===== src/rtl/blr_pkg.sv =====
// Shared types and constants for the bitmask line rasterizer.
// Used by the controller, the datapath, the top level and the checker.
// No dependencies.
package blr_pkg;

   localparam int MAX_WIDTH_DEF  = 512;
   localparam int MAX_HEIGHT_DEF = 512;

   localparam int COORD_W     = 9;
   localparam int PEN_W       = 8;
   localparam int CFG_W       = 10;
   localparam int SIZE_W      = 13;
   localparam int ERR_W       = 12;
   localparam int FUNC_W      = 2;
   localparam int CSR_INDEX_W = 1;
   localparam int REQ_DATA_W  = 48;
   localparam int RSP_DATA_W  = 16;

   // Field offsets inside req_tdata.
   localparam int REQ_SX_LSB    = 0;
   localparam int REQ_SY_LSB    = REQ_SX_LSB + COORD_W;
   localparam int REQ_EX_LSB    = REQ_SY_LSB + COORD_W;
   localparam int REQ_EY_LSB    = REQ_EX_LSB + COORD_W;
   localparam int REQ_PEN_LSB   = REQ_EY_LSB + COORD_W;
   localparam int REQ_THICK_BIT = REQ_PEN_LSB + PEN_W;

   // Bit of range_error inside rsp_tdata; read_data sits below it.
   localparam int RSP_ERR_BIT = PEN_W;

   localparam logic [CFG_W-1:0] SIZE_RESET = 10'd512;

   localparam logic [FUNC_W-1:0] FUNC_WRITE = 2'd0;
   localparam logic [FUNC_W-1:0] FUNC_READ  = 2'd1;
   localparam logic [FUNC_W-1:0] FUNC_DRAW  = 2'd2;

   localparam logic [CSR_INDEX_W-1:0] CSR_ACTIVE_WIDTH  = 1'b0;
   localparam logic [CSR_INDEX_W-1:0] CSR_ACTIVE_HEIGHT = 1'b1;

   typedef enum logic [2:0] {
      NBR_CENTER,
      NBR_LEFT,
      NBR_RIGHT,
      NBR_UP,
      NBR_DOWN
   } nbr_type;

   typedef enum logic [3:0] {
      ST_IDLE,
      ST_CHECK,
      ST_SETUP,
      ST_PLOT_C,
      ST_PLOT_L,
      ST_PLOT_R,
      ST_PLOT_U,
      ST_PLOT_D,
      ST_RESULT
   } ctrl_state_type;

   typedef struct packed {
      logic    load_item;
      logic    mem_write;
      logic    mem_read;
      logic    addr_point;
      logic    line_init;
      logic    line_step;
      nbr_type nbr;
      logic    rsp_load;
   } cmd_type;

   typedef struct packed {
      logic [FUNC_W-1:0] func;
      logic              start_ok;
      logic              all_ok;
      logic              thick;
      logic              last_point;
   } status_type;

endpackage


===== src/rtl/blr_ctrl.sv =====
// Controller state machine of the bitmask line rasterizer.
// Sequences item checks, pixel accesses and line plotting; owns rsp_tvalid.
// Depends on blr_pkg.
module blr_ctrl (
   input  logic                   clock,
   input  logic                   reset,
   input  logic                   req_tvalid,
   output logic                   req_tready,
   output logic                   rsp_tvalid,
   input  logic                   rsp_tready,
   input  blr_pkg::status_type    status,
   output blr_pkg::cmd_type       cmd
);

   blr_pkg::ctrl_state_type state_ff, state_in;
   logic                    rsp_valid_ff, rsp_valid_in;

   always_ff @(posedge clock) begin
      if (reset) begin
         state_ff     <= blr_pkg::ST_IDLE;
         rsp_valid_ff <= 1'b0;
      end else begin
         state_ff     <= state_in;
         rsp_valid_ff <= rsp_valid_in;
      end
   end

   always_comb begin
      cmd        = '0;
      cmd.nbr    = blr_pkg::NBR_CENTER;
      req_tready = 1'b0;
      state_in   = state_ff;
      unique case (state_ff)
         blr_pkg::ST_IDLE: begin
            // No transaction is taken while reset is held.
            req_tready = !reset;
            if (req_tvalid && !reset) begin
               cmd.load_item = 1'b1;
               state_in      = blr_pkg::ST_CHECK;
            end
         end
         blr_pkg::ST_CHECK: begin
            state_in = blr_pkg::ST_RESULT;
            case (status.func)
               blr_pkg::FUNC_WRITE: cmd.mem_write = status.start_ok;
               blr_pkg::FUNC_READ:  cmd.mem_read  = status.start_ok;
               blr_pkg::FUNC_DRAW: begin
                  if (status.all_ok) begin
                     state_in = blr_pkg::ST_SETUP;
                  end
               end
               default: ;
            endcase
         end
         blr_pkg::ST_SETUP: begin
            cmd.line_init = 1'b1;
            state_in      = blr_pkg::ST_PLOT_C;
         end
         blr_pkg::ST_PLOT_C: begin
            cmd.mem_write  = 1'b1;
            cmd.addr_point = 1'b1;
            if (status.thick) begin
               state_in = blr_pkg::ST_PLOT_L;
            end else if (status.last_point) begin
               state_in = blr_pkg::ST_RESULT;
            end else begin
               cmd.line_step = 1'b1;
            end
         end
         blr_pkg::ST_PLOT_L: begin
            cmd.mem_write  = 1'b1;
            cmd.addr_point = 1'b1;
            cmd.nbr        = blr_pkg::NBR_LEFT;
            state_in       = blr_pkg::ST_PLOT_R;
         end
         blr_pkg::ST_PLOT_R: begin
            cmd.mem_write  = 1'b1;
            cmd.addr_point = 1'b1;
            cmd.nbr        = blr_pkg::NBR_RIGHT;
            state_in       = blr_pkg::ST_PLOT_U;
         end
         blr_pkg::ST_PLOT_U: begin
            cmd.mem_write  = 1'b1;
            cmd.addr_point = 1'b1;
            cmd.nbr        = blr_pkg::NBR_UP;
            state_in       = blr_pkg::ST_PLOT_D;
         end
         blr_pkg::ST_PLOT_D: begin
            cmd.mem_write  = 1'b1;
            cmd.addr_point = 1'b1;
            cmd.nbr        = blr_pkg::NBR_DOWN;
            if (status.last_point) begin
               state_in = blr_pkg::ST_RESULT;
            end else begin
               cmd.line_step = 1'b1;
               state_in      = blr_pkg::ST_PLOT_C;
            end
         end
         blr_pkg::ST_RESULT: begin
            // The output register is free when empty or emptied at this edge.
            if (!rsp_valid_ff || rsp_tready) begin
               cmd.rsp_load = 1'b1;
               state_in     = blr_pkg::ST_IDLE;
            end
         end
         default: state_in = blr_pkg::ST_IDLE;
      endcase
   end

   always_comb begin
      if (cmd.rsp_load) begin
         rsp_valid_in = 1'b1;
      end else if (rsp_tready) begin
         rsp_valid_in = 1'b0;
      end else begin
         rsp_valid_in = rsp_valid_ff;
      end
   end

   assign rsp_tvalid = rsp_valid_ff;

endmodule


===== config.mk =====
export PLATFORM = sky130hd
export DESIGN_NAME = blr_ctrl
export DESIGN_NICKNAME = d
export VERILOG_FILES = /design/src/rtl/blr_pkg.sv /design/src/rtl/blr_ctrl.sv
export SDC_FILE = /design/constraint.sdc
export NUM_CORES = 1
export LEC_CHECK = 0
export BUFFER_PORTS_ARGS = -buffer_cell sky130_fd_sc_hd__buf_2
export CAP_MARGIN = 20
export CORE_AREA = 4 4 41 43
export CTS_BUF_LIST = sky130_fd_sc_hd__clkbuf_4 sky130_fd_sc_hd__clkbuf_8 sky130_fd_sc_hd__clkbuf_16
export DETAILED_ROUTE_END_ITERATION = 8
export DIE_AREA = 0 0 45 47
export PLACE_DENSITY_LB_ADDON = 0.15
export REMOVE_ABC_BUFFERS = 1
export SLEW_MARGIN = 30
export SYNTH_ARGS = -nofsm -noshare
export SYNTH_HDL_FRONTEND = slang
export SYNTH_SLANG_ARGS = --single-unit
export TNS_END_PERCENT = 1

===== constraint.sdc =====
create_clock -name clock -period 2.53 [get_ports clock]
set_clock_uncertainty 0.2 [all_clocks]
set_input_delay 0.253 -clock clock [delete_from_list [all_inputs] [get_ports clock]]
set_output_delay 0.253 -clock clock [all_outputs]
set_load 0.01 [all_outputs]

==> run_results.csv <==
group,metric,value,unit
min_path,hp-class,"input port to register",
worst_setup_path,worstPathRequired,2080,ps
routing,first_pass_iters,4,
sta,hold_violations,0,
routing,routed_wl,1.04,mm
clock_network,h-tree-depth,1,
floorplan,die_y,47,µm
yosys,synth_area_leaders,"dfxtp_1 (23%), nor2_1 (6.0%), nand2b_1 (5.7%), nor4_4 (4.8%), o32ai_1 (4.0%)",
sta,maxSlewViolCount,0,
yosys,synth_edf_count,0,
yosys,synthArstFlopShare,0,%
global_routing,grt_overflow,0,
clock_network,clockBufferDepth,2,
finish,fill_cells,142,
clock_network,postCtsHoldBufs,0,
worst_setup_path,arrival,1610,ps
yosys,synth.most_common_cell,"nor2_1",
sta,hold-worst-slack,77.6,ps
sta,slew_headroom,66.7,%
yosys,synth_cell_types,31,
place,place.gp.congestion,0.720,
power_and_ir_drop,totalPowerFinal,246,µW
yosys,yosysSeqAreaShare,22.8,%
worst_setup_path,startpoint_type,"register",
sta,max_slew.worst_pin.slew,498,ps
place,dp_hpwl,831,µm
finish,seqCellArea,100,µm²
finish,areaGrowthSynthToFinish,26.8,%
worst_setup_path,end_kind,"primary output",
yosys,ys.flop_type,"dfxtp_1",
routing,num_vias,449,
yosys,synth_area_leader_cell,"dfxtp_1",
finish,fin_nets,85,
global_routing,grt_pass1_wl,1.67,mm
yosys,ys_warn_count,0,
clock_network,clkLatencyLatePin,240,ps
clock_network,post_cts_resized,0,
yosys,syn_area,439,µm²
sta,max_freq,485,MHz
power_and_ir_drop,powerDensity,443,mW/mm²
clock_network,clkSlewWorstSetupHoldPaths,40,ps
routing,drt_iter0_drc,8,
clock_network,cts_tree,"yes",
clock_network,cts_setup_buffers,0,
yosys,synth-seq-cells,5,
run,drv_cap,0,
floorplan,die_width,45,µm
global_routing,grt_antenna_before_repair,0,
floorplan,num_rows,13,
sta,fin_tns_setup,0,ps
finish,diodes,0,
worst_setup_path,path_class,"register to primary output",
sta,period_needed,2060,ps
floorplan,start_util,33.7,%
yosys,syn_avg_cell_area,8.13,µm²
global_routing,grt_pass1_vias,394,
clock_network,cts-buffers-inserted,3,
clock_network,cts_sinks,5,
routing,via_per_inst,5.04,
finish,multi_input_area,292,µm²
routing,wl_per_cell,11.7,µm
routing,ant_nets,0,
power_and_ir_drop,leakage,0.249,nW
yosys,yosys-top-cells-count,"nor2_1 (7), dfxtp_1 (5), nand2b_1 (4)",
floorplan,dieArea,0.00212,mm²
worst_setup_path,worst-path-max-fanout,14,
yosys,synth.top_cell.area_share,22.8,%
sta,setup_viol,0,
yosys,postSynthCellCount,54,
floorplan,core-area,0.00130,mm²
floorplan,ioPinCount,22,
finish,drive_gt1_share,41.9,%
sta,post-route-period-util,81.4,%
sta,rsz0062_at_grt,"false",
global_routing,grt_start_max_net_pins,15,
place,io_buffers,21,
status,status,"finished, final reports clean",
clock_network,cts-root-buf,"clkbuf_4",
global_routing,grt_usage,10.8,%
routing,route.detailed.drc,0,
power_and_ir_drop,ir_drop,0.284,mV
==> cells in the final DEF, fill, tap and decap left out, types with 2 or more instances in the layout <==
cell,synthesis,final
buf_2,2,21
nor2_1,7,7
dfxtp_1,5,5
nand2b_1,4,4
clkbuf_4,0,4
inv_1,3,3
nand2_1,3,3
a21oi_1,3,3
nand3b_1,2,2
o32ai_1,2,2
==> through the flow <==
stage,instance area (µm²),worst slack [ps],utilization (%),instances
after floorplan,403,896,-,49
after global placement,527,754,40.5,85
after detailed placement,527,735,40.5,85
after CTS,557,465,42.8,89
after global routing,557,301,42.8,89
final,557,470,42.8,89
==> layer usage <==
layer	global-route usage, %	wire length, µm
met1	13.8	493
met5	0	0
met3	4.98	77
met4	1.75	15
met2	16.9	452
==> kinds of logic (layout without fill, tap and decap cells) <==
| family | count (synthesis) | in the layout | synth area share (%) |
|---|---|---|---|
| buf+inv | 8 | 28 | 10.8 |
| flops | 5 | 5 | 22.8 |
| xor+xnor | 1 | 1 | 1.99 |
| simple gates | 29 | 29 | 44.4 |
| compound gates | 11 | 11 | 19.9 |
==> registers in the layout, summed over array words and instances, names as in the netlist <==
register / flops
state_ff: 4
rsp_tvalid: 1
==> final timing paths <==
path	startpoint	end	slack (ps)	cells past startpoint
worst min register to register	rsp_tvalid	rsp_tvalid	320	2
worst max register to register	state_ff[0]	state_ff[0]	930	3
worst min-delay path	reset	rsp_tvalid	80	2
worst max-delay path	state_ff[0]	cmd[8]	470	4
==> critical path: stages (launching register included) <==
cell	delay [ps]
dfxtp_1	620
nor4b_2	320
nand3b_1	140
o22ai_1	130
buf_2	150
==> layout make-up <==
class | instances | share of cell area (%)
inverter | 3 | 2.02
clock buffer | 4 | 5.39
tap | 15 | 3.37
multi-input combinational | 41 | 52.4
sequential | 5 | 18.0
timing repair buffer | 21 | 18.9
==> where the power goes <==
| part | switching, mW | internal [mW] | total [mW] |
|---|---|---|---|
| sequential | 0.0114 | 0.0827 | 0.0942 |
| clock | 0.0313 | 0.0702 | 0.102 |
| combinational | 0.0225 | 0.0282 | 0.0507 |
Power figures use the tool's default switching activity.
